<file path="src/rtl/core/big5_text_glyph_sequencer_defines.svh">
// assertion macros for the glyph sequencer
`ifndef BIG5_TEXT_GLYPH_SEQUENCER_DEFINES_SVH
`define BIG5_TEXT_GLYPH_SEQUENCER_DEFINES_SVH

`ifndef SYNTHESIS

// same-cycle implication
`define B5G_ASSERT_IMPLIES(label, clk, rst, ante, cons) \
   label: assert property (@(posedge clk) disable iff (rst) (ante) |-> (cons)) \
      else $error("glyph sequencer assertion failed");

// next-cycle implication
`define B5G_ASSERT_NEXT(label, clk, rst, ante, cons) \
   label: assert property (@(posedge clk) disable iff (rst) (ante) |=> (cons)) \
      else $error("glyph sequencer assertion failed");

`else

`define B5G_ASSERT_IMPLIES(label, clk, rst, ante, cons)
`define B5G_ASSERT_NEXT(label, clk, rst, ante, cons)

`endif

`endif

</file>
<file path="src/rtl/core/b5g_pkg.sv">
`default_nettype none

package b5g_pkg;

   // register indexes
   typedef enum logic [1:0] {
      CSR_ASCII_ADVANCE       = 2'd0,
      CSR_DOUBLE_BYTE_ADVANCE = 2'd1,
      CSR_UNDERSCORE_STEP     = 2'd2
   } csr_index_type;

   // result status codes
   typedef enum logic [1:0] {
      STATUS_GLYPH = 2'd0,
      STATUS_TERM  = 2'd1,
      STATUS_TRUNC = 2'd2
   } status_type;

   // glyph kinds
   localparam logic KIND_ASCII = 1'b0;
   localparam logic KIND_BIG5  = 1'b1;

   // byte constants
   localparam logic [7:0]  LEAD_LIMIT       = 8'h7f;
   localparam logic [7:0]  UNDERSCORE_BYTE  = 8'h5f;
   localparam logic [15:0] UNDERSCORE_GLYPH = 16'd32;

   // reset values of the advance registers
   localparam logic [7:0] ASCII_ADVANCE_RESET       = 8'd8;
   localparam logic [7:0] DOUBLE_BYTE_ADVANCE_RESET = 8'd16;
   localparam logic [7:0] UNDERSCORE_STEP_RESET     = 8'd8;

   typedef struct packed {
      logic [7:0] ascii_advance;
      logic [7:0] double_byte_advance;
      logic [7:0] underscore_step;
   } cfg_type;

   typedef struct packed {
      status_type  status;
      logic        glyph_kind;
      logic [15:0] char_code;
      logic [15:0] place_x;
      logic [15:0] place_y;
      logic        string_done;
   } result_type;

endpackage

`default_nettype wire

</file>
<file path="src/rtl/core/big5_text_glyph_sequencer.sv">
// channel   direction  handshake              payload
// req       in         req_valid/req_ready    text_byte, starts/ends_string, start_x/y
// rsp       out        rsp_valid/rsp_ready    status, glyph_kind, char_code, place_x/y, done
// csr       in         csr_valid/csr_ready    csr_index, csr_data
//
// one byte is taken per cycle while req_ready is high; its glyph is registered in the output register, or in the skid
// entry while the output waits; the decode and the cursor adds sit between the state registers and the
// output register; bytes outside a string and lead bytes that do not end it give no glyph
// a skid entry lets one more byte in while a glyph waits; req_ready drops when full
// reset clears the decoder (no string active) and loads the advance defaults
// csr_ready is always high
`default_nettype none

`include "big5_text_glyph_sequencer_defines.svh"

module big5_text_glyph_sequencer (
   input  wire logic               clock,
   input  wire logic               reset,
   input  wire logic               req_valid,
   output logic                    req_ready,
   input  wire logic [7:0]         req_text_byte,
   input  wire logic               req_starts_string,
   input  wire logic               req_ends_string,
   input  wire logic signed [15:0] req_start_x,
   input  wire logic signed [15:0] req_start_y,
   output logic                    rsp_valid,
   input  wire logic               rsp_ready,
   output logic [1:0]              rsp_status,
   output logic                    rsp_glyph_kind,
   output logic [15:0]             rsp_char_code,
   output logic signed [15:0]      rsp_place_x,
   output logic signed [15:0]      rsp_place_y,
   output logic                    rsp_string_done,
   input  wire logic               csr_valid,
   output logic                    csr_ready,
   input  wire logic [1:0]         csr_index,
   input  wire logic [7:0]         csr_data
);
   import b5g_pkg::*;

   cfg_type    cfg;
   result_type res;
   result_type rsp_q;
   logic       res_valid;
   logic       req_accept;

   assign req_accept = req_valid & req_ready;

   // configuration registers
   b5g_csr u_csr (
      .clock     (clock),
      .reset     (reset),
      .csr_valid (csr_valid),
      .csr_ready (csr_ready),
      .csr_index (csr_index),
      .csr_data  (csr_data),
      .cfg       (cfg)
   );

   // byte decode and cursor
   b5g_decode u_decode (
      .clock         (clock),
      .reset         (reset),
      .accept        (req_accept),
      .text_byte     (req_text_byte),
      .starts_string (req_starts_string),
      .ends_string   (req_ends_string),
      .start_x       ($unsigned(req_start_x)),
      .start_y       ($unsigned(req_start_y)),
      .cfg           (cfg),
      .res_valid     (res_valid),
      .res           (res)
   );

   // result register and skid
   b5g_out_reg u_out (
      .clock     (clock),
      .reset     (reset),
      .res_valid (res_valid),
      .res       (res),
      .in_ready  (req_ready),
      .out_valid (rsp_valid),
      .out_ready (rsp_ready),
      .out_data  (rsp_q)
   );

   assign rsp_status      = rsp_q.status;
   assign rsp_glyph_kind  = rsp_q.glyph_kind;
   assign rsp_char_code   = rsp_q.char_code;
   assign rsp_place_x     = $signed(rsp_q.place_x);
   assign rsp_place_y     = $signed(rsp_q.place_y);
   assign rsp_string_done = rsp_q.string_done;

   // a full skid means a glyph is waiting in the output register
   `B5G_ASSERT_IMPLIES(a_skid_behind_out, clock, reset, !req_ready, rsp_valid)
   // truncated code is a double-byte kind and ends the string
   `B5G_ASSERT_IMPLIES(a_trunc_shape, clock, reset, rsp_valid && (rsp_status == STATUS_TRUNC), rsp_string_done && (rsp_glyph_kind == KIND_BIG5))
   // terminator carries code zero and ends the string
   `B5G_ASSERT_IMPLIES(a_term_shape, clock, reset, rsp_valid && (rsp_status == STATUS_TERM), rsp_string_done && (rsp_char_code == 16'h0000))
   // a glyph item taken into an empty output shows up next cycle
   `B5G_ASSERT_NEXT(a_res_lands, clock, reset, res_valid && !rsp_valid, rsp_valid)

endmodule

`default_nettype wire

</file>
<file path="src/rtl/core/b5g_csr.sv">
`default_nettype none

module b5g_csr (
   input  wire logic            clock,
   input  wire logic            reset,
   input  wire logic            csr_valid,
   output logic                 csr_ready,
   input  wire logic [1:0]      csr_index,
   input  wire logic [7:0]      csr_data,
   output b5g_pkg::cfg_type     cfg
);
   import b5g_pkg::*;

   cfg_type cfg_ff;
   cfg_type cfg_in;

   assign csr_ready = 1'b1;
   assign cfg       = cfg_ff;

   // register write decode, unknown index ignored
   always_comb begin
      cfg_in = cfg_ff;
      if (csr_valid) begin
         unique case (csr_index)
            CSR_ASCII_ADVANCE:       cfg_in.ascii_advance       = csr_data;
            CSR_DOUBLE_BYTE_ADVANCE: cfg_in.double_byte_advance = csr_data;
            CSR_UNDERSCORE_STEP:     cfg_in.underscore_step     = csr_data;
            default:                 cfg_in = cfg_ff;
         endcase
      end
   end

   always_ff @(posedge clock) begin
      if (reset) begin
         cfg_ff.ascii_advance       <= ASCII_ADVANCE_RESET;
         cfg_ff.double_byte_advance <= DOUBLE_BYTE_ADVANCE_RESET;
         cfg_ff.underscore_step     <= UNDERSCORE_STEP_RESET;
      end else begin
         cfg_ff <= cfg_in;
      end
   end

endmodule

`default_nettype wire

</file>
<file path="src/rtl/core/b5g_decode.sv">
`default_nettype none

module b5g_decode (
   input  wire logic            clock,
   input  wire logic            reset,
   input  wire logic            accept,
   input  wire logic [7:0]      text_byte,
   input  wire logic            starts_string,
   input  wire logic            ends_string,
   input  wire logic [15:0]     start_x,
   input  wire logic [15:0]     start_y,
   input  wire b5g_pkg::cfg_type cfg,
   output logic                 res_valid,
   output b5g_pkg::result_type  res
);
   import b5g_pkg::*;

   logic        lead_pending_ff, lead_pending_in;
   logic [7:0]  lead_byte_ff, lead_byte_in;
   logic [15:0] cursor_x_ff, cursor_x_in;
   logic [15:0] line_y_ff, line_y_in;
   logic        finished_ff, finished_in;

   logic        pend;
   logic        fin;
   logic [15:0] cur_x;
   logic [15:0] cur_y;
   logic        emit;

   // start of string overrides the held state
   always_comb begin
      pend  = starts_string ? 1'b0 : lead_pending_ff;
      fin   = starts_string ? 1'b0 : finished_ff;
      cur_x = starts_string ? start_x : cursor_x_ff;
      cur_y = starts_string ? start_y : line_y_ff;
   end

   // byte decode and cursor advance
   always_comb begin
      emit            = 1'b0;
      res.status      = STATUS_GLYPH;
      res.glyph_kind  = KIND_ASCII;
      res.char_code   = {8'h00, text_byte};
      res.place_x     = cur_x;
      res.place_y     = cur_y;
      res.string_done = ends_string;
      lead_pending_in = pend;
      lead_byte_in    = lead_byte_ff;
      cursor_x_in     = cur_x;
      line_y_in       = cur_y;
      finished_in     = fin;
      if (fin) begin
         emit = 1'b0;
      end else if (pend) begin
         // trail byte completes the double-byte code
         emit            = 1'b1;
         res.glyph_kind  = KIND_BIG5;
         res.char_code   = {lead_byte_ff, text_byte};
         lead_pending_in = 1'b0;
         cursor_x_in     = cur_x + {8'h00, cfg.double_byte_advance};
         finished_in     = ends_string;
      end else if (text_byte == 8'h00) begin
         // terminator
         emit            = 1'b1;
         res.status      = STATUS_TERM;
         res.char_code   = 16'h0000;
         res.string_done = 1'b1;
         finished_in     = 1'b1;
      end else if (text_byte > LEAD_LIMIT) begin
         if (ends_string) begin
            // lead byte with nothing after it
            emit            = 1'b1;
            res.status      = STATUS_TRUNC;
            res.glyph_kind  = KIND_BIG5;
            res.char_code   = {text_byte, 8'h00};
            res.string_done = 1'b1;
            finished_in     = 1'b1;
         end else begin
            lead_pending_in = 1'b1;
            lead_byte_in    = text_byte;
         end
      end else if (text_byte == UNDERSCORE_BYTE) begin
         emit          = 1'b1;
         res.char_code = UNDERSCORE_GLYPH;
         cursor_x_in   = cur_x + {8'h00, cfg.underscore_step};
         finished_in   = ends_string;
      end else begin
         emit        = 1'b1;
         cursor_x_in = cur_x + {8'h00, cfg.ascii_advance};
         finished_in = ends_string;
      end
      res_valid = accept & emit;
   end

   // decoder state
   always_ff @(posedge clock) begin
      if (reset) begin
         lead_pending_ff <= 1'b0;
         lead_byte_ff    <= 8'h00;
         cursor_x_ff     <= 16'h0000;
         line_y_ff       <= 16'h0000;
         finished_ff     <= 1'b1;
      end else if (accept) begin
         lead_pending_ff <= lead_pending_in;
         lead_byte_ff    <= lead_byte_in;
         cursor_x_ff     <= cursor_x_in;
         line_y_ff       <= line_y_in;
         finished_ff     <= finished_in;
      end
   end

endmodule

`default_nettype wire

</file>
<file path="src/rtl/core/b5g_out_reg.sv">
`default_nettype none

module b5g_out_reg (
   input  wire logic            clock,
   input  wire logic            reset,
   input  wire logic            res_valid,
   input  wire b5g_pkg::result_type res,
   output logic                 in_ready,
   output logic                 out_valid,
   input  wire logic            out_ready,
   output b5g_pkg::result_type  out_data
);
   import b5g_pkg::*;

   logic       main_valid_ff, main_valid_in;
   logic       skid_valid_ff, skid_valid_in;
   result_type main_ff, main_in;
   result_type skid_ff, skid_in;

   assign in_ready  = ~skid_valid_ff;
   assign out_valid = main_valid_ff;
   assign out_data  = main_ff;

   // output register with one skid entry behind it
   always_comb begin
      main_valid_in = main_valid_ff;
      skid_valid_in = skid_valid_ff;
      main_in       = main_ff;
      skid_in       = skid_ff;
      if (main_valid_ff && out_ready) begin
         main_valid_in = skid_valid_ff;
         main_in       = skid_ff;
         skid_valid_in = 1'b0;
      end
      if (res_valid) begin
         if (!main_valid_in) begin
            main_valid_in = 1'b1;
            main_in       = res;
         end else begin
            skid_valid_in = 1'b1;
            skid_in       = res;
         end
      end
   end

   always_ff @(posedge clock) begin
      if (reset) begin
         main_valid_ff <= 1'b0;
         skid_valid_ff <= 1'b0;
      end else begin
         main_valid_ff <= main_valid_in;
         skid_valid_ff <= skid_valid_in;
      end
      main_ff <= main_in;
      skid_ff <= skid_in;
   end

endmodule

`default_nettype wire
</file>
<file path="config.mk">
export PLATFORM = sky130hd
export DESIGN_NAME = big5_text_glyph_sequencer
export DESIGN_NICKNAME = d
export VERILOG_FILES = /design/src/rtl/core/b5g_pkg.sv /design/src/rtl/core/big5_text_glyph_sequencer.sv /design/src/rtl/core/b5g_csr.sv /design/src/rtl/core/b5g_decode.sv /design/src/rtl/core/b5g_out_reg.sv
export VERILOG_INCLUDE_DIRS = /design/src /design/src/rtl/core
export SDC_FILE = /design/constraint.sdc
export NUM_CORES = 1
export LEC_CHECK = 0
export ABC_CLOCK_PERIOD_IN_PS = 4200
export BUFFER_PORTS_ARGS = -buffer_cell sky130_fd_sc_hd__buf_4
export CAP_MARGIN = 20
export CORE_MARGIN = 8
export CORE_UTILIZATION = 35
export CTS_CLUSTER_SIZE = 24
export DETAILED_ROUTE_END_ITERATION = 16
export PLACE_DENSITY_LB_ADDON = 0.1
export SETUP_SLACK_MARGIN = 0.15
export SYNTH_ARGS = -nofsm -noshare
export SYNTH_HDL_FRONTEND = slang
export SYNTH_SLANG_ARGS = --single-unit
</file>
<file path="constraint.sdc">
create_clock -name clock -period 4.2 [get_ports clock]
set_input_delay 0 -clock clock [delete_from_list [all_inputs] [get_ports clock]]
set_output_delay 0 -clock clock [all_outputs]
set_load 0.01 [all_outputs]
</file>
==> results of run 1 <==
[cell usage after synthesis, types with 6 or more instances]
master	instances	share of area, %
buf_2	7	0.44
and2_1	6	0.47
a21oi_1	75	4.7
o211ai_1	9	0.85
edfxtp_1	52	20
o21ai_0	17	1.1
dfxtp_1	120	30
mux2i_1	100	13
nand3b_1	6	0.56
nand2b_1	7	0.55
buf_1	8	0.38
a21o_1	6	0.56
nand3_1	18	1.1
inv_1	30	1.4
nand2_1	21	0.99
a211oi_1	22	2.1
mux2_2	20	2.8
clkbuf_1	24	1.1
a31oi_1	9	0.70
nor2_1	125	5.9
ha_1	17	2.7
xnor2_1	6	0.66
[sequential cells by signal (all words and copies together), names as in the netlist]
signal / flops
u_decode.lead_byte_ff: 8
u_out.out_data: 52
u_out.skid_ff: 52
u_decode.line_y_ff: 16
u_decode.lead_pending_ff: 1
u_decode.finished_ff: 1
u_out.skid_valid_ff: 1
u_out.out_valid: 1
u_csr.cfg: 24
u_decode.cursor_x_ff: 16
[worst max-delay path, stage by stage]
cell and delay [ns]:
dlygate4sd3_1 0.53, buf_4 0.16, nand4_1 0.15, nor4_4 0.65
mux2_2 0.41, ha_1 0.36, a21o_1 0.16, nand4_1 0.10
a21boi_0 0.34, o221ai_2 0.28, or4_1 0.56, nand3_1 0.08
[path summary, 6_finish.rpt]
| kind | endpoint | slack (ns) | from | depth (start not counted) |
|---|---|---|---|---|
| worst max-delay path | u_decode.cursor_x_ff[10] | 0.77 | req_text_byte[3] | 12 |
| worst min-delay path | u_out.skid_ff[29] | 0.01 | req_start_x[12] | 2 |
| worst max register to register | u_decode.cursor_x_ff[10] | 1.46 | u_decode.cursor_x_ff[0] | 10 |
| worst min register to register | u_decode.cursor_x_ff[4] | 0.46 | u_decode.cursor_x_ff[4] | 2 |
[layout make-up]
type | instances | area (um^2) | share of cell area (%)
sequential | 172 | 3960 | 39.2
multi-input combinational | 542 | 3750 | 37.1
timing repair buffer | 156 | 1290 | 12.7
clock buffer | 18 | 429 | 4.25
tap | 285 | 357 | 3.53
clock inverter | 14 | 210 | 2.08
inverter | 30 | 113 | 1.11
[layer usage]
layer	track usage, %	vias to the layer above	routed length [um]
li1	-	3101	-
met1	18.3	2951	9360
met2	25.4	132	10200
met3	2.77	26	778
met4	5.72	0	431
met5	0	-	0
[stage by stage]
step                      util (%)  total power (uW)  setup slack (ns)
final                         44.9              4490             0.773
after global placement        40.2              2800              1.02
after global routing          44.9              4710             0.707
after detailed placement      40.2              2820             0.949
after CTS                     44.9              4550             0.830
after floorplan                  -              2450             0.545
[logic make-up (layout without fill, tap and decap cells)]
logic type	Yosys count	count (layout)	share of synthesized area, %
adder cells (fa/ha/maj)	19	19	3.16
AND/OR/NAND/NOR	220	220	13.2
XOR/XNOR	9	9	0.987
flip-flops	172	172	49.6
other	1	1	0.0469
multiplexers	120	120	15.3
AO/OA/AOI/OAI	173	173	13.8
buffers and inverters	74	218	3.87
[power by group through the flow]
stage / sequential, uW / clock, uW / combinational (uW)
5_1_grt: 2000 / 1800 / 916
2_1_floorplan: 2050 / 0 / 406
6_report: 1970 / 1690 / 823
3_5_place_dp: 2010 / 0 / 805
3_3_place_gp: 2010 / 0 / 795
4_1_cts: 1980 / 1740 / 839
[placed cells by master (no fill, tap or decap), drive strengths merged, types with 4 or more instances in the layout]
cell         instances
a211oi              22
a21o                 6
a21oi               75
a22o                 5
a22oi                4
a31oi                9
and2                 9
buf                115
bufinv               4
clkbuf              18
clkinv               6
dfxtp              120
dlygate4sd3         41
edfxtp              52
ha                  17
inv                 33
mux2                20
mux2i              100
nand2               21
nand2b               7
nand3               18
nand3b               6
nand4                5
nor2               127
nor2b                5
nor3                 4
nor4                 5
o211ai               9
o21ai               18
o22ai                4
xnor2                6
==> results.md, run 1 <==
- Synthesized area per cell: 10.1 um^2
- Pins Over Slew Limit: 0
- CTS Buffer Depth: 2
- RSZ-0062 raised after global routing: false
- Placer Congestion: 0.851
- Final ANT Viol Nets: 0
- Switching portion of total power: 26.5%
- Fin Clk Skew: 0.0102 ns
- Sum Neg Setup Slack: 0 ns
- Worst rel slew slack: 33.5%
- Gates resized, CTS repair: 0
- Gr usage total: 14.9%
- DR pass1 iterations: 5
- Share of cells above drive strength 1: 19.7%
- H-tree lvl count: 4
- Cell-internal power: 3300 uW
- Max Fanout on Critical Path: 10
- Max-Cap Viols: 0
- ANT cells: 0
- Post-detail-place hpwl: 14.5 mm
- CTS Sinks: 172
- Nets: 995
- Synth warn: 0
- Clk network pwr share: 37.7%
- Async set-reset flop share out of synthesis: 0%
- WL per Instance: 17.1 um
- Synth Net Count: 864
- Fin area: 0.0101 mm^2
- Fillers: 2,146
- Seq pwr share: 44.0%
- Number of I/O port buffers: 110
- IO Pins: 112
- Worst hold slack: 0.0143 ns
- Register area share after synthesis: 49.6%
- Vias in the first global route: 6,335
- CTS Hold Bufs: 41
- Crit Path Class: input port to register
- Antenna violations before repair: 0
- Tmin final: 3.43 ns
- Number of synthesized register bits: 172
- Combinational cell fraction of total power: 18.4%
- Die extent in x: 167 um
- Worst setup SP type: input port
- Hold Crit Class: input port to register
- Final Setup Violations: 0
- Inst Count DP: 1,144
- Placed inst area: 0.00905 mm^2
- Initial core utilization: 35.5%
- CP Data Required Time: 4.56 ns
- Predominant post-synthesis flop cell: dfxtp_1
- Leak Pwr: 0.00453 uW
- Worst-path clk slew: 0.06 ns
- DRT iter0 DRCs: 376
- Hold violation count in the final report: 0
- Vias: 6,210
- Post-CTS Setup Bufs: 0
- Cts bufs inserted: 17
- Finished Layout Cells: 1,217
- Net switching power: 1190 uW
- FP Rows: 55
- Worst-margin pin slew: 0.997 ns
- Full die area: 0.0279 mm^2
- CTS tree: built
- Yosys cell types: 62
- WL final: 20.8 mm
- DRC viols: 0
- Final worst path period share: 81.6%
- Element type at the critical path end: register
- Number of flops mapped to enable cells by yosys: 52
- Vias/cell: 5.10
- Synth-to-layout area growth: 26.5%
- Post-Syn Area: 0.00799 mm^2
- Placeable Area: 0.0225 mm^2
- Total grt overflow: 0
- Status: finished, final reports clean
- Die height: 167 um
- P per Cell Area: 444 mW/mm^2
- Largest net degree at the start of global routing: 69
- Clock Tree Root: clkbuf_16
- Max Fclk: 0.292 GHz
- First-pass GRT wire length: 33.7 mm
- Worst vdd ir: 0.239 mV
- Crit path DAT: 3.79 ns
- Syn Inst Count: 788
- Clk Latency, worst-skew pair: 0.42 ns
Note: power is estimated with default switching activity, not from simulation.
==> run 2, diff against run 1 <==
--- a/config.mk
+++ b/config.mk
@@ -6,7 +6,8 @@
 export SDC_FILE = /design/constraint.sdc
 export NUM_CORES = 1
 export LEC_CHECK = 0
-export ABC_CLOCK_PERIOD_IN_PS = 4200
+export ABC_AREA = 1
+export ABC_CLOCK_PERIOD_IN_PS = 3390
 export BUFFER_PORTS_ARGS = -buffer_cell sky130_fd_sc_hd__buf_4
 export CAP_MARGIN = 20
 export CORE_MARGIN = 8
==> constraint.sdc (replaced) <==
create_clock -name clock -period 3.39 [get_ports clock]
set_input_delay 0 -clock clock [delete_from_list [all_inputs] [get_ports clock]]
set_output_delay 0 -clock clock [all_outputs]
set_load 0.01 [all_outputs]
==> results.md, run 2 <==
- Predominant post-synthesis flop cell: dfxtp_1
- Crit path buffers/inverters: 3 (+1)
- Number of flops mapped to enable cells by yosys: 52 (unchanged)
- Worst rel slew slack: 44.3% (+11 points)
- Post-detail-place hpwl: 16.1 mm (+11%)
- Slowest cell on crit path: dlygate4sd3_1
- Syn Inst Count: 1,041 (+32%)
- Max Fanout on Critical Path: 16 (+6)
- Number of synthesized register bits: 172 (unchanged)
- Most frequent cells after synthesis: nand2_1 (234), nor2_1 (123), dfxtp_1 (120)
- RSZ-0062 raised after global routing: false
- CTS Sinks: 172 (unchanged)
- Initial core utilization: 35.7% (+0.24 points)
- Final Setup Violations: 0 (unchanged)
- Placement Setup Slack: 0.534 ns (-0.414 ns)
- Yosys top cell area share: 29.6% (-0.47 points)
- ANT cells: 0 (unchanged)
- Full die area: 0.0283 mm^2 (+1.4%)
- Worst r2r src: u_decode.finished_ff
- Synth warn: 0 (unchanged)
- Async set-reset flop share out of synthesis: 0% (unchanged)
- Vias: 7,209 (+16%)
- Die extent in x: 168 um (+0.72%)
- Gr usage total: 16.6% (+1.8 points)
- Critical path capture point: u_decode.cursor_x_ff[8]
- Crit path DAT: 3.20 ns (-0.59 ns)
- Final WS setup: 0.471 ns (-0.302 ns)
- First-pass GRT wire length: 37.9 mm (+12%)
- CP dominant cell by count: nand2_1
- Post-CTS Setup Bufs: 0 (unchanged)
- Hold violation count in the final report: 0 (unchanged)
- DRC viols: 0 (unchanged)
- CTS Buffer Depth: 2 (unchanged)
- Area contributors post-synth: dfxtp_1 (30%), edfxtp_1 (19%), nand2_1 (11%)
- P per Cell Area: 532 mW/mm^2 (+20%)
- Critical Path, Cell by Cell: dlygate4sd3_1 > buf_4 > inv_1 > nor4_1 > nand2_1 > nand2_1 > o21ai_0 > ha_1 > fa_1 > nand2_1 > nand3_1 > nand3_1 > nand2_1 > nand2_1 > nand2_1 > nand2_1 > xor2_1 > a21oi_1
- Final worst path period share: 86.1%
- Vias/cell: 4.92 (-3.6%)
- Storage cell area: 0.00396 mm^2 (unchanged)
- Placeable Area: 0.0227 mm^2 (+0.92%)
- Worst-path clk slew: 0.06 ns (about the same)
- RR Endpoint: u_out.out_data[18]
- Worst vdd ir: 0.318 mV (+33%)
- Max Fclk: 0.343 GHz
- Leak Pwr: 0.00454 uW (+0.30%)
- Status: finished, final reports clean
- Number of I/O port buffers: 110 (unchanged)
- DRT iter0 DRCs: 526 (+40%)
- Worst setup path startpoint: req_text_byte[0]
- Fin area: 0.0101 mm^2 (+0.31%)
- Synthesized area per cell: 7.80 um^2 (-23%)
- Synth Net Count: 1,117 (+29%)
- Commonest non-fill, non-tap cell in the layout: nand2_1
- Cell taking the most area after synthesis: dfxtp_1
- Vias in the first global route: 7,087 (+12%)
- Synth-to-layout area growth: 24.9%
- Commonest non-fill, non-tap cells in the layout: nand2_1 (233), nor2_1 (122), buf_4 (121)
- Placed inst area: 0.00918 mm^2 (+1.3%)
- DR pass1 iterations: 7 (+2)
- Tmin final: 2.92 ns
- Placer Congestion: 0.887 (+4.3%)
- Yosys cell types: 39 (-37%)
- FP Rows: 55 (unchanged)
- CP Data Required Time: 3.67 ns (-0.89 ns)
- Most common cell in the netlist: nand2_1
- CP delay by family, top: simple AND/OR/NAND/NOR gates
- H-tree lvl count: 4 (unchanged)
- WL final: 23.1 mm (+11%)
- Flop2flop setup slack: 0.76 ns (-0.70 ns)
- FF-to-FF path depth: 12 (+2)
- Levels on crit path: 18 (+6)
- Gates resized, CTS repair: 0 (unchanged)
- Fillers: 2,272 (+5.9%)
- Element type at the critical path end: register
- WL per Instance: 15.8 um (-7.5%)
- Largest net degree at the start of global routing: 47 (-32%)
- Worst-margin pin slew: 0.829 ns (-0.168 ns)
- Post-Syn Area: 0.00812 mm^2 (+1.6%)
- Nets: 1,243 (+25%)
- CTS Hold Bufs: 39 (-4.9%)
- Clk Latency, worst-skew pair: 0.43 ns (about the same)
- Final ANT Viol Nets: 0 (unchanged)
- Die height: 168 um (+0.72%)
- Pins Over Slew Limit: 0 (unchanged)
- CTS tree: built
- Worst setup SP type: input port
- Max-Cap Viols: 0 (unchanged)
- Multi-input logic area: 0.00354 mm^2 (-5.6%)
- Share of cells above drive strength 1: 15.2% (-4.6 points)
- Clock Tree Root: clkbuf_16
- Crit Path Class: input port to register
- Hold Crit Class: input port to register
- Critical Path Max Stage Delay: 0.53 ns (-0.12 ns)
- IO Pins: 112 (unchanged)
- Antenna violations before repair: 0 (unchanged)
- Total grt overflow: 0 (unchanged)
- Sum Neg Setup Slack: 0 ns (unchanged)
- Register area share after synthesis: 48.8% (-0.78 points)
- Fin Clk Skew: 0.0116 ns (+0.00138 ns)
- Cts bufs inserted: 17 (unchanged)
-- run 2: cell types whose count changed after synthesis, sizes merged, moves of 19 or more --
cell    delta
inv       +69
mux2i     -93
mux2      -19
a211oi    -20
nand3     +57
o21ai     +82
nand2    +216
a21oi     -27
a31oi     +51
-- run 2: area by class of cell --
type / instances / area share, %
clock buffers: 20 / 4.51
clock inverters: 12 / 1.11
inverters: 99 / 3.67
multi-input cells: 715 / 34.9
flip-flops and latches: 172 / 39.1
well taps: 285 / 3.52
repair buffers: 162 / 13.2
-- run 2: where the power goes --
group | internal [uW] | switching [uW]
clock | 1060 | 845
sequential | 2320 | 105
combinational | 472 | 585
-- run 2: tightest hold or removal path: stages --
cell	delay [ns]
buf_4	0.09
nand2_1	0.08
nand2_4	0.15
-- run 2: cell families after synthesis --
logic type,synth area share (%)
xor gates and xnor gates,0.540
AOI/OAI and AO/OA,15.0
DFF,48.8
buffers and inverters,7.72
muxes,1.00
and+or+nand+nor,23.7
adders and majority gates,3.11
other,0.0462
-- run 2: worst min-delay path by stage --
| stage | slack (ns) | startpoint | depth (start not counted) | end |
|---|---|---|---|---|
| floorplan | 0.11 | csr_data[4] | 2 | u_csr.cfg[12] |
| global placement | 0.23 | csr_data[3] | 3 | u_csr.cfg[19] |
| detailed placement | 0.23 | csr_data[3] | 3 | u_csr.cfg[19] |
| CTS | 0.01 | req_start_x[8] | 3 | u_out.skid_ff[25] |
| global route | 0.03 | req_start_x[8] | 3 | u_out.skid_ff[25] |
| finish | 0.02 | req_start_x[8] | 3 | u_out.skid_ff[25] |
-- run 2: stage by stage --
stage | cells | utilization, % | power, uW | hold slack [ns]
2_1_floorplan | 1041 | - | 3050 | 0.113
3_3_place_gp | 1394 | 40.4 | 3510 | 0.233
3_5_place_dp | 1394 | 40.4 | 3510 | 0.234
4_1_cts | 1465 | 44.6 | 5460 | 0.0119
5_1_grt | 1465 | 44.6 | 5680 | 0.0315
6_report | 1465 | 44.6 | 5390 | 0.0224
-- run 2: metal layers --
metal	vias to the layer above	GRT usage, %	wire [um]
li1	3737	-	-
met1	3310	22.0	11300
met2	143	26.9	10500
met3	19	3.58	999
met4	0	4.58	293
met5	-	0	0
